## src/hdl/ecm_pkg.sv

```systemverilog
// ----------------------------------------------------------------------------
// ecm_pkg: shared definitions for the escape count color map
// Widths, register indexes, reset values and derived constants used by the
// stream interfaces and the color map pipeline.
// ----------------------------------------------------------------------------
package ecm_pkg;

  // Escape count width and fixed-point fraction bits.
  localparam int unsigned COUNT_BITS = 16;
  localparam int unsigned FRAC_BITS  = 8;
  localparam int unsigned COLOR_W    = 8;

  // Configuration port.
  localparam int unsigned CFG_IDX_W  = 3;
  localparam int unsigned RATE_W     = 13;
  localparam int unsigned OFFSET_W   = 10;
  localparam int unsigned CFG_DATA_W = RATE_W;

  typedef enum logic [CFG_IDX_W-1:0] {
    REG_SOLID_RED    = 3'd0,
    REG_SOLID_GREEN  = 3'd1,
    REG_SOLID_BLUE   = 3'd2,
    REG_CYCLE_RATE   = 3'd3,
    REG_CYCLE_OFFSET = 3'd4
  } cfg_reg_e;

  // Phase length L = 2^24 / rate, Q12.8, saturated to 20 bits.
  localparam int unsigned L_TOP = 24;
  localparam int unsigned L_W   = 20;
  localparam logic [L_W-1:0] LEN_MAX = '1;

  // Three phase lengths and the scaled offset.
  localparam int unsigned D3_W  = L_W + 2;
  localparam int unsigned OFF_W = L_W + OFFSET_W - FRAC_BITS;

  // Ramp position before the modulo.
  localparam int unsigned VAL_W =
    ((COUNT_BITS + FRAC_BITS > OFF_W) ? COUNT_BITS + FRAC_BITS : OFF_W) + 1;

  // Reciprocal of 3L scaled by 2^VAL_W; 3L is always above 2^12.
  localparam int unsigned M1_W = VAL_W - 12;

  // Position times 255 and the reciprocal of L scaled by 2^N_W.
  localparam int unsigned N_W  = L_W + COLOR_W;
  localparam int unsigned M2_W = N_W - 10;

  // Serial divider sizes.
  localparam int unsigned DQ_W  = ((VAL_W > N_W) ? VAL_W : N_W) + 1;
  localparam int unsigned CNT_W = $clog2(DQ_W);

  // Reset values of registers and the values derived from them.
  localparam logic [COLOR_W-1:0]  SOLID_RED_RST    = 8'd255;
  localparam logic [COLOR_W-1:0]  SOLID_GREEN_RST  = 8'd0;
  localparam logic [COLOR_W-1:0]  SOLID_BLUE_RST   = 8'd0;
  localparam logic [RATE_W-1:0]   CYCLE_RATE_RST   = 13'd256;
  localparam logic [OFFSET_W-1:0] CYCLE_OFFSET_RST = 10'd0;

  localparam longint unsigned L_RST_VAL = (64'd1 << L_TOP) / 64'd256;
  localparam logic [L_W-1:0]  L_RST  = L_W'(L_RST_VAL);
  localparam logic [D3_W-1:0] D3_RST = D3_W'(3 * L_RST_VAL);
  localparam logic [M1_W-1:0] M1_RST = M1_W'((64'd1 << VAL_W) / (3 * L_RST_VAL));
  localparam logic [M2_W-1:0] M2_RST = M2_W'((64'd1 << N_W) / L_RST_VAL);

  // Ramp phases.
  typedef enum logic [1:0] {
    PH_RG = 2'd0,
    PH_GB = 2'd1,
    PH_BR = 2'd2
  } phase_e;

  // Pipeline depth including the output register.
  localparam int unsigned NSTG = 12;

endpackage

```

## src/hdl/ecm_in_if.sv

```systemverilog
// ----------------------------------------------------------------------------
// ecm_in_if: escape count input channel
// Valid/ready channel carrying one iteration count per item.
// ----------------------------------------------------------------------------
interface ecm_in_if import ecm_pkg::*; ();
  logic                  valid;
  logic                  ready;
  logic [COUNT_BITS-1:0] iteration_count;

  modport source (output valid, output iteration_count, input ready);
  modport sink   (input valid, input iteration_count, output ready);
endinterface

```

## src/hdl/ecm_out_if.sv

```systemverilog
// ----------------------------------------------------------------------------
// ecm_out_if: pixel color output channel
// Valid/ready channel carrying one RGB color per item.
// ----------------------------------------------------------------------------
interface ecm_out_if import ecm_pkg::*; ();
  logic               valid;
  logic               ready;
  logic [COLOR_W-1:0] red;
  logic [COLOR_W-1:0] green;
  logic [COLOR_W-1:0] blue;

  modport source (output valid, output red, output green, output blue, input ready);
  modport sink   (input valid, input red, input green, input blue, output ready);
endinterface

```

## src/hdl/escape_count_color_map_top.sv

```systemverilog
// ----------------------------------------------------------------------------
// escape_count_color_map_top: escape count to RGB color map
// Turns one escape iteration count per item into black, a solid or a cycling color.
// ----------------------------------------------------------------------------
// The block takes one iteration count per clock while the output does not stall
// and no setup pass runs, and returns its color through a twelve-stage pipeline;
// every stage stalls on its own, so bubbles close up while a result waits at the
// output. A count of zero is black, a non-zero solid color register gives that
// solid color, and with all three solid registers at zero a red-green-blue ramp
// of phase length L = 2^24 / cycle_rate (Q12.8) is used. Writing cycle_rate or
// cycle_offset starts a setup pass in a shared one-bit-per-cycle divider that
// derives L, the scaled offset and two reciprocals; the input is not ready
// during that pass. Writes to the solid color registers take effect at once.
// ----------------------------------------------------------------------------
module escape_count_color_map_top import ecm_pkg::*; (
  input  logic                  clk_i,
  input  logic                  rst_ni,
  input  logic                  cfg_we_i,
  input  logic [CFG_IDX_W-1:0]  cfg_idx_i,
  input  logic [CFG_DATA_W-1:0] cfg_data_i,
  ecm_in_if.sink                in_i,
  ecm_out_if.source             out_o
);

  // Setup sequencer states.
  typedef enum logic [5:0] {
    ST_IDLE   = 6'b000001,
    ST_START  = 6'b000010,
    ST_DIV_L  = 6'b000100,
    ST_OFF    = 6'b001000,
    ST_DIV_M1 = 6'b010000,
    ST_DIV_M2 = 6'b100000
  } setup_state_e;

  // Per-item flags carried down the pipeline.
  typedef struct packed {
    logic zero;
    logic solid;
  } pix_flags_t;

  // --------------------------------------------------------------------------
  // Configuration registers.
  // --------------------------------------------------------------------------
  logic [COLOR_W-1:0]  solid_red_q, solid_green_q, solid_blue_q;
  logic [RATE_W-1:0]   rate_q;
  logic [OFFSET_W-1:0] offset_q;
  logic                setup_req;

  assign setup_req = cfg_we_i &&
                     (cfg_idx_i == REG_CYCLE_RATE || cfg_idx_i == REG_CYCLE_OFFSET);

  always_ff @(posedge clk_i or negedge rst_ni) begin
    if (!rst_ni) begin
      solid_red_q   <= SOLID_RED_RST;
      solid_green_q <= SOLID_GREEN_RST;
      solid_blue_q  <= SOLID_BLUE_RST;
      rate_q        <= CYCLE_RATE_RST;
      offset_q      <= CYCLE_OFFSET_RST;
    end else if (cfg_we_i) begin
      case (cfg_idx_i)
        REG_SOLID_RED:    solid_red_q   <= cfg_data_i[COLOR_W-1:0];
        REG_SOLID_GREEN:  solid_green_q <= cfg_data_i[COLOR_W-1:0];
        REG_SOLID_BLUE:   solid_blue_q  <= cfg_data_i[COLOR_W-1:0];
        REG_CYCLE_RATE:   rate_q        <= cfg_data_i[RATE_W-1:0];
        REG_CYCLE_OFFSET: offset_q      <= cfg_data_i[OFFSET_W-1:0];
        default: ;
      endcase
    end
  end

  // --------------------------------------------------------------------------
  // Setup sequencer. One restoring divider computes, in turn,
  // L = 2^24 / rate, M1 = 2^VAL_W / 3L and M2 = 2^N_W / L. The dividend is a
  // single power of two, so the only bit brought in is the first one.
  // --------------------------------------------------------------------------
  setup_state_e       state_q, state_d;
  logic [L_W-1:0]     len_q;
  logic [OFF_W-1:0]   off_q;
  logic [D3_W-1:0]    d3_q;
  logic [M1_W-1:0]    m1_q;
  logic [M2_W-1:0]    m2_q;

  logic [D3_W-1:0]    div_d_q;
  logic [D3_W-1:0]    div_rem_q, div_rem_d;
  logic [DQ_W-1:0]    div_quo_q, div_quo_d;
  logic [CNT_W-1:0]   div_cnt_q;
  logic               div_first_q;
  logic [D3_W:0]      div_sh, div_sub;
  logic               div_ge, div_last;
  logic [L_W-1:0]     len_sat;
  logic [D3_W-1:0]    d3_calc;
  logic [L_W+OFFSET_W-1:0] off_prod;

  always_comb begin
    div_sh    = {div_rem_q, div_first_q};
    div_sub   = div_sh - {1'b0, div_d_q};
    div_ge    = div_sh >= {1'b0, div_d_q};
    div_rem_d = div_ge ? div_sub[D3_W-1:0] : div_sh[D3_W-1:0];
    div_quo_d = {div_quo_q[DQ_W-2:0], div_ge};
    div_last  = (div_cnt_q == '0);
    // A rate of zero or below 17 gives a quotient beyond 20 bits.
    len_sat   = (div_quo_d > DQ_W'(LEN_MAX)) ? LEN_MAX : div_quo_d[L_W-1:0];
    d3_calc   = D3_W'({len_q, 1'b0}) + D3_W'(len_q);
    off_prod  = len_q * offset_q;
  end

  always_comb begin
    state_d = state_q;
    case (state_q)
      ST_IDLE:   state_d = ST_IDLE;
      ST_START:  state_d = ST_DIV_L;
      ST_DIV_L:  if (div_last) state_d = ST_OFF;
      ST_OFF:    state_d = ST_DIV_M1;
      ST_DIV_M1: if (div_last) state_d = ST_DIV_M2;
      ST_DIV_M2: if (div_last) state_d = ST_IDLE;
      default:   state_d = ST_IDLE;
    endcase
    // A new rate or offset restarts the whole pass.
    if (setup_req) begin
      state_d = ST_START;
    end
  end

  always_ff @(posedge clk_i or negedge rst_ni) begin
    if (!rst_ni) begin
      state_q     <= ST_IDLE;
      len_q       <= L_RST;
      off_q       <= '0;
      d3_q        <= D3_RST;
      m1_q        <= M1_RST;
      m2_q        <= M2_RST;
      div_d_q     <= '0;
      div_rem_q   <= '0;
      div_quo_q   <= '0;
      div_cnt_q   <= '0;
      div_first_q <= 1'b0;
    end else begin
      state_q <= state_d;
      case (state_q)
        ST_START: begin
          div_d_q     <= D3_W'(rate_q);
          div_rem_q   <= '0;
          div_quo_q   <= '0;
          div_first_q <= 1'b1;
          div_cnt_q   <= CNT_W'(L_TOP);
        end
        ST_DIV_L, ST_DIV_M1, ST_DIV_M2: begin
          div_rem_q   <= div_rem_d;
          div_quo_q   <= div_quo_d;
          div_first_q <= 1'b0;
          div_cnt_q   <= div_cnt_q - 1'b1;
          if (div_last) begin
            if (state_q == ST_DIV_L) begin
              len_q <= len_sat;
            end
            if (state_q == ST_DIV_M1) begin
              m1_q        <= div_quo_d[M1_W-1:0];
              div_d_q     <= D3_W'(len_q);
              div_rem_q   <= '0;
              div_quo_q   <= '0;
              div_first_q <= 1'b1;
              div_cnt_q   <= CNT_W'(N_W);
            end
            if (state_q == ST_DIV_M2) begin
              m2_q <= div_quo_d[M2_W-1:0];
            end
          end
        end
        ST_OFF: begin
          off_q       <= off_prod[L_W+OFFSET_W-1:FRAC_BITS];
          d3_q        <= d3_calc;
          div_d_q     <= d3_calc;
          div_rem_q   <= '0;
          div_quo_q   <= '0;
          div_first_q <= 1'b1;
          div_cnt_q   <= CNT_W'(VAL_W);
        end
        default: ;
      endcase
    end
  end

  // --------------------------------------------------------------------------
  // Pixel pipeline. Each stage moves when it is empty or the next one moves.
  //   1  position = count * 256 + offset
  //   2  position times the reciprocal of 3L
  //   3  quotient estimate times 3L
  //   4  first remainder (below 6L)
  //   5  corrected remainder (position modulo 3L)
  //   6  phase and position t inside the phase
  //   7  n = 255 * t
  //   8  n times the reciprocal of L, giving an estimate of n / L
  //   9  estimate times L
  //  10  first remainder (below 2L)
  //  11  corrected quotient b and whether the remainder is non-zero
  //  12  output register: the falling channel is 255 - b, less one when the
  //      remainder is non-zero, and the rising channel is b
  // --------------------------------------------------------------------------
  logic [NSTG:1] v_q;
  logic [NSTG:1] en;
  logic          in_fire;

  always_comb begin
    en[NSTG] = !v_q[NSTG] || out_o.ready;
    for (int k = NSTG - 1; k >= 1; k--) begin
      en[k] = !v_q[k] || en[k+1];
    end
  end

  assign in_i.ready = (state_q == ST_IDLE) && en[1];
  assign in_fire    = in_i.valid && in_i.ready;

  always_ff @(posedge clk_i or negedge rst_ni) begin
    if (!rst_ni) begin
      v_q <= '0;
    end else begin
      if (en[1]) begin
        v_q[1] <= in_fire;
      end
      for (int k = 2; k <= NSTG; k++) begin
        if (en[k]) begin
          v_q[k] <= v_q[k-1];
        end
      end
    end
  end

  pix_flags_t            fl_q [1:NSTG-1];
  phase_e                ph_q [6:NSTG-1];
  logic [VAL_W-1:0]      val1_q, val2_q, val3_q;
  logic [VAL_W+M1_W-1:0] pa2_q;
  logic [VAL_W-1:0]      qd3_q;
  logic [D3_W:0]         rem4_q;
  logic [D3_W-1:0]       rm5_q;
  logic [L_W-1:0]        t6_q;
  logic [N_W-1:0]        n7_q, n8_q, n9_q, bl9_q;
  logic [COLOR_W-1:0]    b8_q, b9_q, b10_q, b11_q;
  logic [L_W:0]          r10_q;
  logic                  nz11_q;
  logic [COLOR_W-1:0]    red_q, green_q, blue_q;

  pix_flags_t            fl_in;
  logic [M1_W+D3_W-1:0]  qd_full;
  logic [VAL_W-1:0]      rem_full;
  logic [D3_W:0]         rem_sub;
  logic                  ph_ge1, ph_ge2;
  logic [D3_W-1:0]       ph_base, t_full;
  logic [N_W+M2_W-1:0]   pb_full;
  logic [N_W-1:0]        bl_full, r_full;
  logic [L_W:0]          r_sub;
  logic                  r_ge;
  logic [COLOR_W-1:0]    fall_c;

  always_comb begin
    fl_in.zero  = (in_i.iteration_count == '0);
    fl_in.solid = (solid_red_q != '0) || (solid_green_q != '0) || (solid_blue_q != '0);

    qd_full  = pa2_q[VAL_W+M1_W-1:VAL_W] * d3_q;
    rem_full = val3_q - qd3_q;
    rem_sub  = rem4_q - {1'b0, d3_q};

    ph_ge2  = rm5_q >= D3_W'({len_q, 1'b0});
    ph_ge1  = rm5_q >= D3_W'(len_q);
    ph_base = ph_ge2 ? D3_W'({len_q, 1'b0}) : (ph_ge1 ? D3_W'(len_q) : '0);
    t_full  = rm5_q - ph_base;

    pb_full = n7_q * m2_q;
    bl_full = b8_q * len_q;
    r_full  = n9_q - bl9_q;

    r_ge    = r10_q >= {1'b0, len_q};
    r_sub   = r10_q - {1'b0, len_q};

    fall_c  = 8'd255 - b11_q - COLOR_W'(nz11_q);
  end

  always_ff @(posedge clk_i) begin
    if (en[1]) begin
      val1_q <= VAL_W'({in_i.iteration_count, FRAC_BITS'(0)}) + VAL_W'(off_q);
      fl_q[1] <= fl_in;
    end
    for (int k = 2; k <= NSTG - 1; k++) begin
      if (en[k]) begin
        fl_q[k] <= fl_q[k-1];
      end
    end
    if (en[2]) begin
      pa2_q  <= val1_q * m1_q;
      val2_q <= val1_q;
    end
    if (en[3]) begin
      qd3_q  <= qd_full[VAL_W-1:0];
      val3_q <= val2_q;
    end
    if (en[4]) begin
      rem4_q <= rem_full[D3_W:0];
    end
    if (en[5]) begin
      rm5_q <= (rem4_q >= {1'b0, d3_q}) ? rem_sub[D3_W-1:0] : rem4_q[D3_W-1:0];
    end
    if (en[6]) begin
      t6_q    <= t_full[L_W-1:0];
      ph_q[6] <= ph_ge2 ? PH_BR : (ph_ge1 ? PH_GB : PH_RG);
    end
    for (int k = 7; k <= NSTG - 1; k++) begin
      if (en[k]) begin
        ph_q[k] <= ph_q[k-1];
      end
    end
    if (en[7]) begin
      n7_q <= {t6_q, COLOR_W'(0)} - N_W'(t6_q);
    end
    if (en[8]) begin
      b8_q <= pb_full[N_W+COLOR_W-1:N_W];
      n8_q <= n7_q;
    end
    if (en[9]) begin
      bl9_q <= bl_full;
      b9_q  <= b8_q;
      n9_q  <= n8_q;
    end
    if (en[10]) begin
      r10_q <= r_full[L_W:0];
      b10_q <= b9_q;
    end
    if (en[11]) begin
      b11_q  <= b10_q + COLOR_W'(r_ge);
      nz11_q <= r_ge ? (r10_q != {1'b0, len_q}) : (r10_q != '0);
    end
    if (en[NSTG]) begin
      if (fl_q[NSTG-1].zero) begin
        red_q   <= '0;
        green_q <= '0;
        blue_q  <= '0;
      end else if (fl_q[NSTG-1].solid) begin
        red_q   <= solid_red_q;
        green_q <= solid_green_q;
        blue_q  <= solid_blue_q;
      end else begin
        case (ph_q[NSTG-1])
          PH_RG: begin
            red_q   <= fall_c;
            green_q <= b11_q;
            blue_q  <= '0;
          end
          PH_GB: begin
            red_q   <= '0;
            green_q <= fall_c;
            blue_q  <= b11_q;
          end
          PH_BR: begin
            red_q   <= b11_q;
            green_q <= '0;
            blue_q  <= fall_c;
          end
          default: begin
            red_q   <= '0;
            green_q <= '0;
            blue_q  <= '0;
          end
        endcase
      end
    end
  end

  assign out_o.valid = v_q[NSTG];
  assign out_o.red   = red_q;
  assign out_o.green = green_q;
  assign out_o.blue  = blue_q;

  // --------------------------------------------------------------------------
  // Assertions.
  // --------------------------------------------------------------------------

  // One correction step is enough to bring the position below 3L.
  a_mod_range: assert property (@(posedge clk_i) disable iff (!rst_ni)
    v_q[5] |-> rm5_q < d3_q)
    else $error("position modulo 3L out of range");

  // The reciprocal estimate of n / L is never more than one short.
  a_div_corr: assert property (@(posedge clk_i) disable iff (!rst_ni)
    v_q[10] |-> r10_q < {len_q, 1'b0})
    else $error("ramp quotient estimate off by more than one");

  // A rising channel inside a phase never reaches full scale.
  a_ramp_top: assert property (@(posedge clk_i) disable iff (!rst_ni)
    v_q[11] |-> b11_q != 8'hFF)
    else $error("ramp value reached full scale");

  // The setup pass only starts on a rate or offset write.
  a_setup_start: assert property (@(posedge clk_i) disable iff (!rst_ni)
    (state_q == ST_IDLE && !setup_req) |=> state_q == ST_IDLE)
    else $error("setup pass started without a write");

endmodule
```

## src/flat_wrapper.sv

```systemverilog
// flat-port wrapper written by rule: the top's interface ports become plain ports
module escape_count_color_map_top_flat import ecm_pkg::*;
  (clk_i, rst_ni, cfg_we_i, cfg_idx_i, cfg_data_i, in_i_valid, in_i_iteration_count, in_i_ready, out_o_valid, out_o_red, out_o_green, out_o_blue, out_o_ready);
  ecm_in_if in_i_i ();
  ecm_out_if out_o_i ();
  input  logic clk_i;
  input  logic rst_ni;
  input  logic cfg_we_i;
  input  logic [CFG_IDX_W-1:0] cfg_idx_i;
  input  logic [CFG_DATA_W-1:0] cfg_data_i;
  input wire logic [$bits(in_i_i.valid)-1:0] in_i_valid;
  input wire logic [$bits(in_i_i.iteration_count)-1:0] in_i_iteration_count;
  output wire logic [$bits(in_i_i.ready)-1:0] in_i_ready;
  output wire logic [$bits(out_o_i.valid)-1:0] out_o_valid;
  output wire logic [$bits(out_o_i.red)-1:0] out_o_red;
  output wire logic [$bits(out_o_i.green)-1:0] out_o_green;
  output wire logic [$bits(out_o_i.blue)-1:0] out_o_blue;
  input wire logic [$bits(out_o_i.ready)-1:0] out_o_ready;
  assign in_i_i.valid = in_i_valid;
  assign in_i_i.iteration_count = in_i_iteration_count;
  assign in_i_ready = in_i_i.ready;
  assign out_o_valid = out_o_i.valid;
  assign out_o_red = out_o_i.red;
  assign out_o_green = out_o_i.green;
  assign out_o_blue = out_o_i.blue;
  assign out_o_i.ready = out_o_ready;
  escape_count_color_map_top u_core (.clk_i(clk_i), .rst_ni(rst_ni), .cfg_we_i(cfg_we_i), .cfg_idx_i(cfg_idx_i), .cfg_data_i(cfg_data_i), .in_i(in_i_i), .out_o(out_o_i));
endmodule
```

## config.mk

```make
export PLATFORM = sky130hd
export DESIGN_NAME = escape_count_color_map_top_flat
export DESIGN_NICKNAME = d
export VERILOG_FILES = /design/src/hdl/ecm_pkg.sv /design/src/hdl/ecm_in_if.sv /design/src/hdl/ecm_out_if.sv /design/src/hdl/escape_count_color_map_top.sv /design/src/flat_wrapper.sv
export SDC_FILE = /design/constraint.sdc
export NUM_CORES = 2
export LEC_CHECK = 0
export BUFFER_PORTS_ARGS = -buffer_cell sky130_fd_sc_hd__clkbuf_2
export CAP_MARGIN = 20
export CORE_MARGIN = 1
export CORE_UTILIZATION = 60
export CTS_BUF_LIST = sky130_fd_sc_hd__clkbuf_8
export DETAILED_ROUTE_END_ITERATION = 16
export GPL_TIMING_DRIVEN = 0
export PLACE_DENSITY = 0.76
export SYNTH_ARGS = -nofsm -noshare
export SYNTH_HDL_FRONTEND = slang
export SYNTH_SLANG_ARGS = --single-unit
```

## constraint.sdc

```tcl
create_clock -name clk_i -period 18.6 [get_ports clk_i]
set_clock_uncertainty 0.1 [all_clocks]
set_input_delay 0.93 -clock clk_i [delete_from_list [all_inputs] [get_ports clk_i]]
set_output_delay 0.93 -clock clk_i [all_outputs]
set_load 0.02 [all_outputs]
```

# Word-level counts from Yosys, hierarchy flattened
# Memory sizes are Yosys's and may differ from the RTL's.
# Index checks and enable logic that the tools add are counted.
[totals]
register_bits = 604
mem_bits_rw = 34
inputBits = 37
out_inout_bits = 26
elab_cells = 200
memories = 2
[mem_list]
columns = ["name", "words", "word_bits", "rd", "rd_ports_with_merged_regs", "write_ports", "line", "rtl"]
rows = [
  ["u_core.fl_q", 11, 2, 11, 0, 11, "escape_count_color_map_top.sv:228", "pix_flags_t fl_q [1:NSTG-1];"],
  ["u_core.ph_q", 6, 2, 6, 0, 6, "escape_count_color_map_top.sv:229", "phase_e ph_q [6:NSTG-1];"],
]
[op_classes]
n_addsub = 12
mul = 5
n_lt_le_gt_ge = 6
n_eq_ne = 18
muxes = 56
n_reduce_logical = 52
[op_table]
columns = ["op", "n"]
rows = [
  ["22-bit two-way mux", 6],
  ["22-bit one-hot mux with 3 select lines", 1],
  ["20-bit two-way mux", 3],
  ["28-bit two-way mux", 2],
  ["28-bit one-hot mux with 2 select lines", 1],
  ["8-bit one-hot mux with 2 select lines", 3],
  ["23-bit by 22-bit greater-or-equal comparator with 1-bit output", 2],
  ["22-bit one-hot mux with 2 select lines", 1],
  ["22-bit subtractor", 2],
  ["25-bit by 13-bit multiplier with 38-bit output", 1],
  ["28-bit by 18-bit multiplier with 36-bit output", 1],
  ["20-bit by 10-bit multiplier with 30-bit output", 1],
  ["6-bit one-hot mux with 5 select lines", 1],
  ["29-bit by 20-bit > comparator with 1-bit output, second input constant", 1],
  ["28-bit by 20-bit subtractor with 28-bit output", 1],
  ["1-bit two-way mux", 26],
  ["24-bit by 22-bit adder with 25-bit output", 1],
  ["6-bit two-way mux", 4],
  ["8-bit two-way mux", 3],
  ["8-bit nonzero test", 3],
  ["13-bit by 22-bit multiplier with 23-bit output", 1],
  ["23-bit subtractor", 1],
  ["21-bit by 20-bit adder with 22-bit output", 1],
  ["22-bit by 20-bit greater-or-equal comparator with 1-bit output", 1],
  ["other kinds (41)", 81],
]

# Longest topological paths before layout
[depth]
depth_word = 15
depth_mapped = 26
depth_no_buf = 24

# Worst setup path before layout
# OpenSTA, ideal clock, no wires.
[synth_path]
kind = "reg2reg"
start = "register u_core.m2_q[3]"
end = "register u_core.b8_q[7], data pin"
setup_ps = 260
arrival_ps = 6093
required_time_ps = 18240
path_slack_ps = 12147
path_stages_with_launch = 25
n_path_buf = 2
synth_period_minus_slack_ps = 6453
path_cell_list = "dfrtp_1 -> clkbuf_1 -> clkbuf_1 -> nand2_1 -> fa_1 -> inv_1 -> fa_1 -> inv_1 -> fa_1 -> inv_1 -> fa_1 -> fa_1 -> inv_1 -> fa_1 -> inv_1 -> ha_1 -> and2_1 -> nand3_1 -> nor2_1 -> nand4_1 -> a2111oi_0 -> o31a_1 -> nor4_1 -> nor3_1 -> xnor2_1"
[synth_between]
elab_chain_len = 1
[synth_lines]
columns = ["element", "line", "rtl"]
rows = [
  ["start: declaration", "escape_count_color_map_top.sv:81", "logic [M2_W-1:0] m2_q;"],
  ["start signal: assignment", "escape_count_color_map_top.sv:165", "m2_q <= div_quo_d[M2_W-1:0];"],
  ["28-bit by 18-bit multiplier with 36-bit output", "escape_count_color_map_top.sv:267", "pb_full = n7_q * m2_q;"],
  ["via u_core.pb_full[35]", "escape_count_color_map_top.sv:248", "logic [N_W+M2_W-1:0] pb_full;"],
  ["end signal: assignment", "escape_count_color_map_top.sv:314", "b8_q <= pb_full[N_W+COLOR_W-1:N_W];"],
  ["end: declaration", "escape_count_color_map_top.sv:237", "logic [COLOR_W-1:0] b8_q, b9_q, b10_q, b11_q;"],
]
# The timed path passes the listed nets, and every way through them passes these cells.
# A chain may end at the register's enable or synchronous reset.

# Final worst setup path
# Ends and elaborated chain as after synthesis.

==> metrics.yaml <==
cts:
  clkSinkCount: 613
  clk_pin_slew_ns: 0.07
  cts_buffer_depth: 3
  cts_tree: "done"
  htree_levels: 3
  ctsRootBufferMaster: "clkbuf_8"
  cts_buffers: 98
  cts-resized-gates: 0
  clk_latency_ns: 0.76
critical_path:
  critPathMaxFanout: 10
  critPathBufInv: 7
  critPathSlowestCell: "clkbuf_1"
  max_stage_delay_ns: 0.76
  path_cells: "clkbuf_1 > clkbuf_1 > nand2_1 > fa_1 > inv_1 > fa_1 > inv_1 > fa_1 > inv_1 > fa_1 > fa_1 > inv_1 > fa_1 > inv_1 > ha_1 > and2_1 > nand3_1 > nor2_1 > nand4_1 > o2111ai_1 > o31a_1 > nor4_1 > nor3_1 > xnor2_1"
  cpMostUsedCell: "fa_1"
  crit_type: "flop to flop"
  crit_arrival_ns: 8.63
  endpoint_kind: "flop"
  cp-start-kind: "flop"
  cp_top_family: "adder cells"
  worstPathRequired_ns: 18.98
logic_synthesis:
  ys_seq_area_share_pct: 24.8
  async_flop_share_pct: 38.8
  yosys.area.top_type_share_pct: 29.4
  ys_types: 85
  syn-num-nets: 8679
  synth_top_area_cell: "fa_1"
  synth_enable_flop_cells: 375
  syn_area_per_cell_sq_um: 9.77
  synth_area_leaders: "fa_1 29%, edfxtp_1 16%, ha_1 9.2%"
  synth_cells: 7111
  synth_ff_type: "edfxtp_1"
  yosys_warnings: 0
  netlist_area_sq_um: 69500
  ys_seq_elements: 613
cells_and_area:
  layout-drive-gt1-share_pct: 5.26
  multi_input_area_sq_um: 46000
  layout_commonest_cell: "inv_1"
  num-fill-cells: 9180
  final_cell_mix: "1393 x inv_1, 1019 x fa_1, 996 x nand2_1"
  area_growth_pct: 6.50
  fin_util_pct: 64.6
  regArea_sq_um: 17200
  nNetsFinal: 8858
routing:
  wire_per_inst_um: 21.2
  drc_errors: 24
  dr.pass1.iters: 13
  dr.first_iter.drc_count: 4570
  vias_per_cell: 5.80
  wl_mm: 189
  dr_total_vias: 51544
  drtAntennaViolNets: 0
grt:
  overflow: 0
  grt_max_degree: 109
  grt_use_total_pct: 33.2
  antenna_found_initial: 8
  grt_pass1_wl_mm: 297
  grt_pass1_vias: 52662
pwr:
  ir_drop_mv: 0.0491
  leakage_nw: 35.5
  fin_total_pwr_mw: 4.72
  power_density_nw_per_um2: 63.8
place:
  routabilityCongestion: 0.981
  io_buffer_count: 61
  pre_cts_ws_ns: 10.59
  dp_hpwl_mm: 154
sta:
  worstMarginPinSlew_ns: 1.19
  period_minus_slack_ns: 8.25
  layout_setup_ws_ns: 10.35
  min_period_over_period_pct: 44.4
  relSlewSlack_pct: 18.7
  finalSetupTns_ns: 0
  final_max_slew_viol_count: 0
  hold_viol: 0
  rsz0062_at_grt: "false"
  achievable-frequency_ghz: 0.121
  finalSetupViolations: 0
outcome:
  violations: "DRC"
  status: "finished with violations"
floorplan:
  pin_count: 63
  die_x_um: 342
  die_h_um: 342
  rows: 124
  start_util_pct: 60.6
  die_area_sq_um: 117000
  fp.coreArea_sq_um: 115000
hold_path:
  min_path_type: "flop to flop"
run:
  maxCapViolCount: 0
## where the power goes
part	internal (mW)	leakage (nW)	switching (mW)	total, mW
sequential	1.76	7.29	0.238	1.99
clock	0.600	1.15	0.570	1.17
combinational	0.581	27.0	0.974	1.55
total	2.94	35.5	1.78	4.72
## path summary, 6_finish.rpt
path | from | slack [ns] | depth (start not counted) | to
max | u_core.m2_q[3] | 10.35 | 24 | u_core.b8_q[7]
min | u_core.n8_q[15] | 0.30 | 0 | u_core.n9_q[15]
max reg2reg | u_core.m2_q[3] | 10.35 | 24 | u_core.b8_q[7]
min in group asynchronous | rst_ni | 0.57 | 2 | u_core.v_q[2]
min reg2reg | u_core.n8_q[15] | 0.30 | 0 | u_core.n9_q[15]
max in group asynchronous | rst_ni | 16.93 | 3 | u_core.div_quo_q[6]
## what timing repair did
item | in CTS | in global routing
endpoints found under the setup margin | 0 | 0
setup buffers | 0 | 0
hold buffers | 1 | 0
hold endpoints to repair | 18 | 0
## synth_stat cells (all sizes together), types with 53 or more instances
master     n
nand2    998
mux2      97
o21ai    175
clkbuf   296
edfxtp   375
xnor2    214
fa      1019
ha       512
dfrtp    220
a21o      90
inv     1352
xor2      54
and2     549
a21oi    211
nand3     59
nor3      53
nor2     235
## sequential cells by signal, indices dropped and copies added, names as in the netlist, 22 cells and up
signal / cells
u_core.div_rem_q: 22
u_core.div_quo_q: 28
u_core.rm5_q: 22
u_core.off_q: 22
u_core.val3_q: 23
u_core.val1_q: 25
u_core.fl_q: 22
u_core.n7_q: 28
u_core.qd3_q: 23
u_core.div_d_q: 22
u_core.d3_q: 22
u_core.val2_q: 23
u_core.rem4_q: 23
## metal layers
metal | track usage (%) | routed length, um | vias up | part of all wire [%]
met1 | 45.3 | 75100 | 25956 | 40
met5 | 0 | 20 | - | 0.011
met2 | 52.3 | 86900 | 2419 | 46
met3 | 5.64 | 17200 | 466 | 9.1
li1 | - | - | 22701 | -
met4 | 15.1 | 9580 | 2 | 5.1
## worst reg2reg max path: cells and delay by family (launching register included)
kind / cells / cell delay, ns
AOI/OAI and AO/OA: 2 / 1.01
buffers and inverters: 7 / 1.55
and+or+nand+nor: 7 / 1.35
adders and majority gates: 7 / 3.50
xor gates and xnor gates: 1 / 0.13
DFF: 1 / 0.37
## final cells by class
cell class	count	area share, %
clock buffers	105	1.95
diodes	3	0.0101
inverters	1352	6.86
multi-input cells	4832	62.1
repair buffers	79	0.854
well taps	1512	2.56
plain buffers	314	1.63
flip-flops and latches	613	23.3
clock inverters	79	0.703
## logic make-up (layout without fill, tap and decap cells)
group           Yosys count  after routing  share of synthesized area (%)
compound gates          798            798                           7.80
xor+xnor                268            268                           3.38
fa+ha+maj              1531           1531                           38.6
buf+inv                1666           1929                           9.04
flops                   613            613                           24.8
mux                     118            118                           1.87
other cells               0              3                              0
simple gates           2117           2117                           14.5
## metrics by stage
step | instances | cell area, sq um | hold slack, ns
floorplan | 7111 | 69500 | 0.300
global placement | 8684 | 71700 | 0.301
detailed placement | 8699 | 72000 | 0.305
CTS | 8884 | 74000 | 0.278
global route | 8887 | 74000 | 0.300
finish | 8889 | 74000 | 0.305
(Power assumes the default switching activity.)
